## src/hdl/msk_pkg.sv

```systemverilog
// Shared types and constants for the Morse symbol keyer.
// Used by the keyer top level and its port checker; no dependencies.
`timescale 1ns / 1ps
`default_nettype none

package msk_pkg;

	// default sizing for the code table
	localparam int SYMBOL_COUNT_DEF = 256;
	localparam int MAX_ELEMENTS_DEF = 8;

	// field widths
	localparam int SYM_W  = 8;
	localparam int LEN_W  = 4;
	localparam int PAT_W  = 8;
	localparam int DOT_W  = 16;
	localparam int DUR_W  = 18;
	localparam int ENTRY_W = LEN_W + PAT_W;

	// request kinds
	localparam logic KIND_DEFINE = 1'b0;
	localparam logic KIND_PLAY   = 1'b1;

	// word space symbol
	localparam logic [SYM_W-1:0] WORD_SPACE = 8'd32;

	// dot length after reset
	localparam logic [DOT_W-1:0] DOT_LENGTH_RESET = 16'd100;

	// multiplier codes for the shared duration adder
	localparam logic [1:0] MUL_ZERO  = 2'd0;
	localparam logic [1:0] MUL_ONE   = 2'd1;
	localparam logic [1:0] MUL_THREE = 2'd2;
	localparam logic [1:0] MUL_FOUR  = 2'd3;

	// one code table entry
	typedef struct packed {
		logic [LEN_W-1:0] len;
		logic [PAT_W-1:0] pattern;
	} msk_entry_t;

endpackage

`default_nettype wire

```

## src/hdl/msk_ram.sv

```systemverilog
// Generic single-write, single-read RAM with registered read data.
// No dependencies.
`timescale 1ns / 1ps
`default_nettype none

module msk_ram #(
	parameter int WIDTH = 12,
	parameter int DEPTH = 256
) (
	input  wire logic                     clk,
	input  wire logic                     we,
	input  wire logic [$clog2(DEPTH)-1:0] waddr,
	input  wire logic [WIDTH-1:0]         wdata,
	input  wire logic                     re,
	input  wire logic [$clog2(DEPTH)-1:0] raddr,
	output logic      [WIDTH-1:0]         rdata
);

	logic [WIDTH-1:0] mem_q [DEPTH];

	// write port
	always_ff @(posedge clk) begin
		if (we) begin
			mem_q[waddr] <= wdata;
		end
	end

	// registered read port
	always_ff @(posedge clk) begin
		if (re) begin
			rdata <= mem_q[raddr];
		end
	end

endmodule

`default_nettype wire

```

## src/hdl/morse_symbol_keyer_top.sv

```systemverilog
// Morse symbol keyer: code table in RAM, a small sequencer and one shared duration adder.
// Depends on msk_pkg and msk_ram.
//
//   channel   handshake                 payload
//   request   start, busy (accept: start & !busy)
//                                       kind, symbol, code_length, code_pattern
//   result    result_strobe (1 cycle)   tone_on, duration_ticks, last_segment, no_code
//   config    cfg_we                    cfg_wdata (dot_length)
//
// A define request leaves busy low; the next request may follow at once.
// A play request goes to FETCH, then TONE and GAP per code element (MAX_ELEMENTS at most);
// a word space or a symbol without code ends in FETCH; one result leaves per cycle after the table read.
// Every duration comes from the one shared adder, one segment per cycle.
// Reset clears the table valid bits, so every symbol reads as having no code.
// The receiver cannot stall; results are never held.
`timescale 1ns / 1ps
`default_nettype none

module morse_symbol_keyer_top import msk_pkg::*; #(
	parameter int SYMBOL_COUNT = SYMBOL_COUNT_DEF,
	parameter int MAX_ELEMENTS = MAX_ELEMENTS_DEF
) (
	input  wire logic              clk,
	input  wire logic              arst_n,
	input  wire logic              start,
	output logic                   busy,
	input  wire logic              kind,
	input  wire logic [SYM_W-1:0]  symbol,
	input  wire logic [LEN_W-1:0]  code_length,
	input  wire logic [PAT_W-1:0]  code_pattern,
	input  wire logic              cfg_we,
	input  wire logic [DOT_W-1:0]  cfg_wdata,
	output logic                   result_strobe,
	output logic                   tone_on,
	output logic      [DUR_W-1:0]  duration_ticks,
	output logic                   last_segment,
	output logic                   no_code
);

	localparam int ADDR_W = $clog2(SYMBOL_COUNT);
	localparam logic [LEN_W-1:0] MAX_LEN = LEN_W'(MAX_ELEMENTS);
	localparam logic [SYM_W:0]   SYM_LIMIT = (SYM_W+1)'(SYMBOL_COUNT);

	// sequencer states
	localparam logic [1:0] ST_IDLE  = 2'd0;
	localparam logic [1:0] ST_FETCH = 2'd1;
	localparam logic [1:0] ST_TONE  = 2'd2;
	localparam logic [1:0] ST_GAP   = 2'd3;

	logic [1:0]        state_q;
	logic [DOT_W-1:0]  dot_length_q;
	logic [SYMBOL_COUNT-1:0] valid_q;
	logic              space_q;
	logic              hit_q;
	logic [LEN_W-1:0]  rem_q;
	logic [PAT_W-1:0]  pat_q;

	logic              accept;
	logic              sym_in_range;
	logic [ADDR_W-1:0] addr;
	logic              def_we;
	logic [LEN_W-1:0]  def_len;
	msk_entry_t        wr_entry;
	msk_entry_t        rd_entry;
	logic [ENTRY_W-1:0] rd_data;
	logic [LEN_W-1:0]  fetch_len;

	logic              emit;
	logic              seg_tone;
	logic [1:0]        seg_mul;
	logic              seg_last;
	logic              seg_no_code;
	logic [DUR_W-1:0]  add_a;
	logic [DUR_W-1:0]  add_b;
	logic [DUR_W-1:0]  seg_dur;

	assign busy         = (state_q != ST_IDLE);
	assign accept       = start & ~busy;
	assign sym_in_range = ({1'b0, symbol} < SYM_LIMIT);
	assign addr         = symbol[ADDR_W-1:0];

	// saturate the code length on define
	assign def_len  = (code_length > MAX_LEN) ? MAX_LEN : code_length;
	assign def_we   = accept & (kind == KIND_DEFINE) & sym_in_range;
	assign wr_entry = '{len: def_len, pattern: code_pattern};

	msk_ram #(
		.WIDTH (ENTRY_W),
		.DEPTH (SYMBOL_COUNT)
	) u_table (
		.clk   (clk),
		.we    (def_we),
		.waddr (addr),
		.wdata (wr_entry),
		.re    (accept & (kind == KIND_PLAY)),
		.raddr (addr),
		.rdata (rd_data)
	);

	assign rd_entry  = msk_entry_t'(rd_data);
	assign fetch_len = hit_q ? rd_entry.len : '0;

	// hold the dot length register
	always_ff @(posedge clk or negedge arst_n) begin
		if (!arst_n) begin
			dot_length_q <= DOT_LENGTH_RESET;
		end else if (cfg_we) begin
			dot_length_q <= cfg_wdata;
		end
	end

	// mark table entries as written
	always_ff @(posedge clk or negedge arst_n) begin
		if (!arst_n) begin
			valid_q <= '0;
		end else if (def_we) begin
			valid_q[addr] <= 1'b1;
		end
	end

	// pick the segment for the current state
	always_comb begin
		emit        = 1'b0;
		seg_tone    = 1'b0;
		seg_mul     = MUL_ZERO;
		seg_last    = 1'b0;
		seg_no_code = 1'b0;
		case (state_q)
			ST_FETCH: begin
				if (space_q) begin
					emit     = 1'b1;
					seg_mul  = MUL_FOUR;
					seg_last = 1'b1;
				end else if (fetch_len == '0) begin
					emit        = 1'b1;
					seg_last    = 1'b1;
					seg_no_code = 1'b1;
				end
			end
			ST_TONE: begin
				emit     = 1'b1;
				seg_tone = 1'b1;
				seg_mul  = pat_q[0] ? MUL_ONE : MUL_THREE;
			end
			ST_GAP: begin
				emit     = 1'b1;
				seg_last = (rem_q == LEN_W'(1));
				seg_mul  = seg_last ? MUL_THREE : MUL_ONE;
			end
			default: begin
				emit = 1'b0;
			end
		endcase
	end

	// shared duration adder: x1 = d + 0, x3 = d + 2d, x4 = 0 + 4d
	always_comb begin
		case (seg_mul)
			MUL_ONE: begin
				add_a = DUR_W'(dot_length_q);
				add_b = '0;
			end
			MUL_THREE: begin
				add_a = DUR_W'(dot_length_q);
				add_b = {1'b0, dot_length_q, 1'b0};
			end
			MUL_FOUR: begin
				add_a = '0;
				add_b = {dot_length_q, 2'b00};
			end
			default: begin
				add_a = '0;
				add_b = '0;
			end
		endcase
		seg_dur = add_a + add_b;
	end

	// advance the sequencer
	always_ff @(posedge clk or negedge arst_n) begin
		if (!arst_n) begin
			state_q <= ST_IDLE;
			rem_q   <= '0;
		end else begin
			case (state_q)
				ST_IDLE: begin
					if (accept && (kind == KIND_PLAY)) begin
						state_q <= ST_FETCH;
					end
				end
				ST_FETCH: begin
					if (space_q || (fetch_len == '0)) begin
						state_q <= ST_IDLE;
					end else begin
						rem_q   <= fetch_len;
						state_q <= ST_TONE;
					end
				end
				ST_TONE: begin
					state_q <= ST_GAP;
				end
				ST_GAP: begin
					if (rem_q == LEN_W'(1)) begin
						state_q <= ST_IDLE;
					end else begin
						rem_q   <= rem_q - LEN_W'(1);
						state_q <= ST_TONE;
					end
				end
				default: begin
					state_q <= ST_IDLE;
				end
			endcase
		end
	end

	// latch play request flags and shift the element pattern
	always_ff @(posedge clk) begin
		if (accept) begin
			space_q <= (symbol == WORD_SPACE);
			hit_q   <= sym_in_range & valid_q[addr];
		end
		if (state_q == ST_FETCH) begin
			pat_q <= rd_entry.pattern;
		end else if (state_q == ST_GAP) begin
			pat_q <= {1'b0, pat_q[PAT_W-1:1]};
		end
	end

	// result strobe
	always_ff @(posedge clk or negedge arst_n) begin
		if (!arst_n) begin
			result_strobe <= 1'b0;
		end else begin
			result_strobe <= emit;
		end
	end

	// result payload
	always_ff @(posedge clk) begin
		if (emit) begin
			tone_on        <= seg_tone;
			duration_ticks <= seg_dur;
			last_segment   <= seg_last;
			no_code        <= seg_no_code;
		end
	end

endmodule

`default_nettype wire

```

## config.mk

```make
export PLATFORM = sky130hd
export DESIGN_NAME = morse_symbol_keyer_top
export DESIGN_NICKNAME = d
export VERILOG_FILES = /design/src/hdl/msk_pkg.sv /design/src/hdl/msk_ram.sv /design/src/hdl/morse_symbol_keyer_top.sv
export SDC_FILE = /design/constraint.sdc
export NUM_CORES = 2
export LEC_CHECK = 0
export BUFFER_PORTS_ARGS = -buffer_cell sky130_fd_sc_hd__buf_2
export CORE_MARGIN = 2
export CORE_UTILIZATION = 45
export CTS_BUF_LIST = sky130_fd_sc_hd__clkbuf_8
export DETAILED_ROUTE_END_ITERATION = 10
export GPL_ROUTABILITY_DRIVEN = 0
export GPL_TIMING_DRIVEN = 0
export PLACE_DENSITY = 0.58
export SETUP_SLACK_MARGIN = 0.5
export SYNTH_ARGS = -nofsm -noshare
export SYNTH_HDL_FRONTEND = slang
export SYNTH_SLANG_ARGS = --single-unit
```

## constraint.sdc

```tcl
create_clock -name clk -period 7.5 [get_ports clk]
set_input_delay 2.25 -clock clk [delete_from_list [all_inputs] [get_ports clk]]
set_output_delay 2.25 -clock clk [all_outputs]
set_load 0.01 [all_outputs]
```

==> impl_metrics.env <==
export IMPL_status="complete, but fails checks"
export IMPL_failed_checks="max-capacitance violations, max-slew violations"
export IMPL_ys_warn_count=0
export IMPL_power_density_nw_per_um2=269
export IMPL_nNetsFinal=6769
export IMPL_start_util=0.452
export IMPL_row_count=197
export IMPL_clock_sinks=3394
export IMPL_path_class="in -> reg"
export IMPL_crit_arrival_ns=7.95
export IMPL_die_w_um=541
export IMPL_drt_pre_antenna_iters=7
export IMPL_grt_use_total=0.256
export IMPL_netlist_top_cells_count="3,115 x edfxtp_1, 832 x mux4_2, 305 x nor2_1"
export IMPL_antenna_left=0
export IMPL_netlist_instances=6011
export IMPL_startpoint_type="primary input"
export IMPL_nFillCells=22799
export IMPL_drc_errors=0
export IMPL_worstRegToRegCells=18
export IMPL_synth_area_top_cells="edfxtp_1 72%, mux4_2 14%, dfrtp_1 5.3%"
export IMPL_yosysSeqAreaShare=0.774
export IMPL_hold_path_class="reg -> reg"
export IMPL_yosys_area_top_type="edfxtp_1"
export IMPL_h_tree_depth=6
export IMPL_clk_pin_slew_ns=0.06
export IMPL_setup_viol=0
export IMPL_required_ns=8.23
export IMPL_die_h_um=541
export IMPL_synthFlopType="edfxtp_1"
export IMPL_max_stage_delay_ns=1.21
export IMPL_cp_max_fo=13
export IMPL_power_uw=39700
export IMPL_final_cells=10956
export IMPL_syn_avg_cell_area_um2=21.6
export IMPL_relSlewSlack=-0.00719
export IMPL_ys_seq_elements=3394
export IMPL_grt_pass1_vias=67172
export IMPL_synth_edff_count=3115
export IMPL_drv_cap=2
export IMPL_period_minus_slack_ns=7.22
export IMPL_placed_cells=9907
export IMPL_cts_repair_timing_setup_buffer_count=0
export IMPL_clock_fmax_mhz=138
export IMPL_slew_violations=9
export IMPL_layout_setup_ws_ns=0.278
export IMPL_hold_path_cell_count=1
export IMPL_ios=64
export IMPL_routed_via_count=67217
export IMPL_syn_area_um2=130000
export IMPL_antenna_found_initial=29
export IMPL_routed_wl_um=378000
export IMPL_tritoncts="yes"
export IMPL_hpwl_um=246000
export IMPL_ys_types=57
export IMPL_place_ws_ns=-0.822
export IMPL_core_area_um2=288000
export IMPL_grt_pass1_wl_um=521000
export IMPL_viasPerCell=6.14
export IMPL_crit_chain="buf_2 > nor2_1 > clkbuf_1 > clkbuf_1 > nand2_1 > buf_2 > nor2_1"
export IMPL_async_flop_share=0.0822
export IMPL_wl_per_cell_um=34.5
export IMPL_cts_buffers=564
export IMPL_area_growth_pct=13.5
export IMPL_drt_iter0_markers=8999
export IMPL_yosys_area_top_type_share=0.720
export IMPL_hold_viol=0
export IMPL_slowest_stage="nand2_1"
export IMPL_cts_root_buf="clkbuf_8"
export IMPL_post_route_period_util=0.963
export IMPL_numPortBuffers=58
export IMPL_grt_max_degree=129
export IMPL_worst_setup_path_end_kind="register"
export IMPL_drive_gt1_frac=0.293
export IMPL_tightest_slew_ns=1.51
export IMPL_rsz0062_at_grt="yes"
export IMPL_leakage_uw=0.0491
export IMPL_die_area_um2=293000
export IMPL_finClkSkew_ns=0.0892
export IMPL_clock_latency_ns=1.18
export IMPL_clock_path_buffers=4
export IMPL_ir_drop_mv=0.175
export IMPL_finalSetupTns_ns=0
export IMPL_grt_remaining_overflow=0
export IMPL_syn_nets=6072
export IMPL_yosysMostFrequentCell="edfxtp_1"
==> timing repair <==
| action | CTS | global route |
|---|---|---|
| gates resized for setup | 3 | 2 |
| setup endpoints to repair | 36 | 81 |
| gates cloned | 0 | 0 |
| hold buffers | 0 | 0 |
==> routing by layer <==
| layer | track usage | share of wire | up-vias |
|---|---|---|---|
| li1 | - | - | 26760 |
| met1 | 0.363 | 0.41 | 36300 |
| met2 | 0.388 | 0.46 | 3477 |
| met3 | 0.0557 | 0.091 | 678 |
| met4 | 0.0997 | 0.040 | 2 |
| met5 | 0 | 0.000024 | - |
==> area by class of cell <==
type,instances,area [um2],share of cell area
repair buffers,131,1810,0.0123
clock inverters,405,2300,0.0156
clock buffers,616,8480,0.0575
inverters,14,52.6,0.000356
multi-input cells,2248,27900,0.189
well taps,3781,4730,0.0321
diodes,12,30.0,0.000204
flip-flops and latches,3394,101000,0.682
plain buffers,355,1620,0.0110
==> power breakdown <==
part           switching, uW  total, uW  leakage, uW  internal (uW)
sequential              74.2      21000       0.0320          20900
clock                   7730      15700      0.00635           7960
combinational           2020       3060       0.0108           1040
total                   9820      39700       0.0491          29900
==> kinds of logic after synthesis <==
| group | synth area share |
|---|---|
| XOR/XNOR | 0.000876 |
| buffers and inverters | 0.0127 |
| adder cells (fa/ha/maj) | 0.00198 |
| multiplexers | 0.146 |
| AO/OA/AOI/OAI | 0.0390 |
| flip-flops | 0.774 |
| AND/OR/NAND/NOR | 0.0263 |
==> cells in the final DEF, fill, tap and decap left out, types with 15 or more instances in the layout <==
cell type  Yosys  layout
a21oi_1       92      92
a221oi_1     130     130
a22o_1       143     143
a22oi_1      172     172
buf_1         37      35
buf_12         0      22
buf_16         0      28
buf_2         85     136
buf_4         26      38
buf_6          8      17
clkbuf_1     199     187
clkbuf_8       0     617
clkinv_1       0      72
clkinv_2       0      35
dfrtp_1      276     276
edfxtp_1    3115    3115
ha_1          19      19
inv_1         14     247
inv_12         0      15
mux2_2        16      16
mux4_2       832     832
nand2_1       61      61
nor2_1       305     251
nor2_2         0      54
nor2b_1       28      25
nor3_1        16      16
o211ai_1      15      15
o221ai_1      26      26
o22ai_1       39      39
or2_1         48      48
or2_2        210     210
==> flip-flops by register name, indices dropped and copies added, names as in the netlist <==
register        cells
dot_length_q       16
duration_ticks     18
hit_q               1
last_segment        1
no_code             1
pat_q               8
rem_q               4
result_strobe       1
space_q             1
state_q             2
tone_on             1
u_table.mem_q    3072
u_table.rdata      12
valid_q           256
==> worst max-delay path: cells and delay by family <==
family / cells / cell delay (ns)
and+or+nand+nor: 3 / 2.87
buffers and inverters: 4 / 2.77
==> stage by stage <==
step | utilization | hold WS [ns] | area [um2]
after CTS | 0.512 | 0.462 | 147000
after global routing | 0.513 | 0.470 | 147000
after floorplan | - | 0.428 | 130000
after detailed placement | 0.474 | 0.446 | 136000
after global placement | 0.469 | 0.441 | 135000
final | 0.513 | 0.459 | 148000
==> worst paths after layout <==
| kind | startpoint | endpoint | slack [ns] |
|---|---|---|---|
| worst min-delay path | valid_q[130] | valid_q[130] | 0.46 |
| worst max register to register | state_q[0] | duration_ticks[15] | 1.74 |
| max in group asynchronous | arst_n | valid_q[128] | 5.00 |
| worst max-delay path | symbol[2] | u_table.mem_q[80][9] | 0.28 |
| min in group asynchronous | arst_n | valid_q[26] | 1.08 |
| worst min register to register | valid_q[130] | valid_q[130] | 0.46 |
Note: power is estimated with default switching activity, not from simulation.
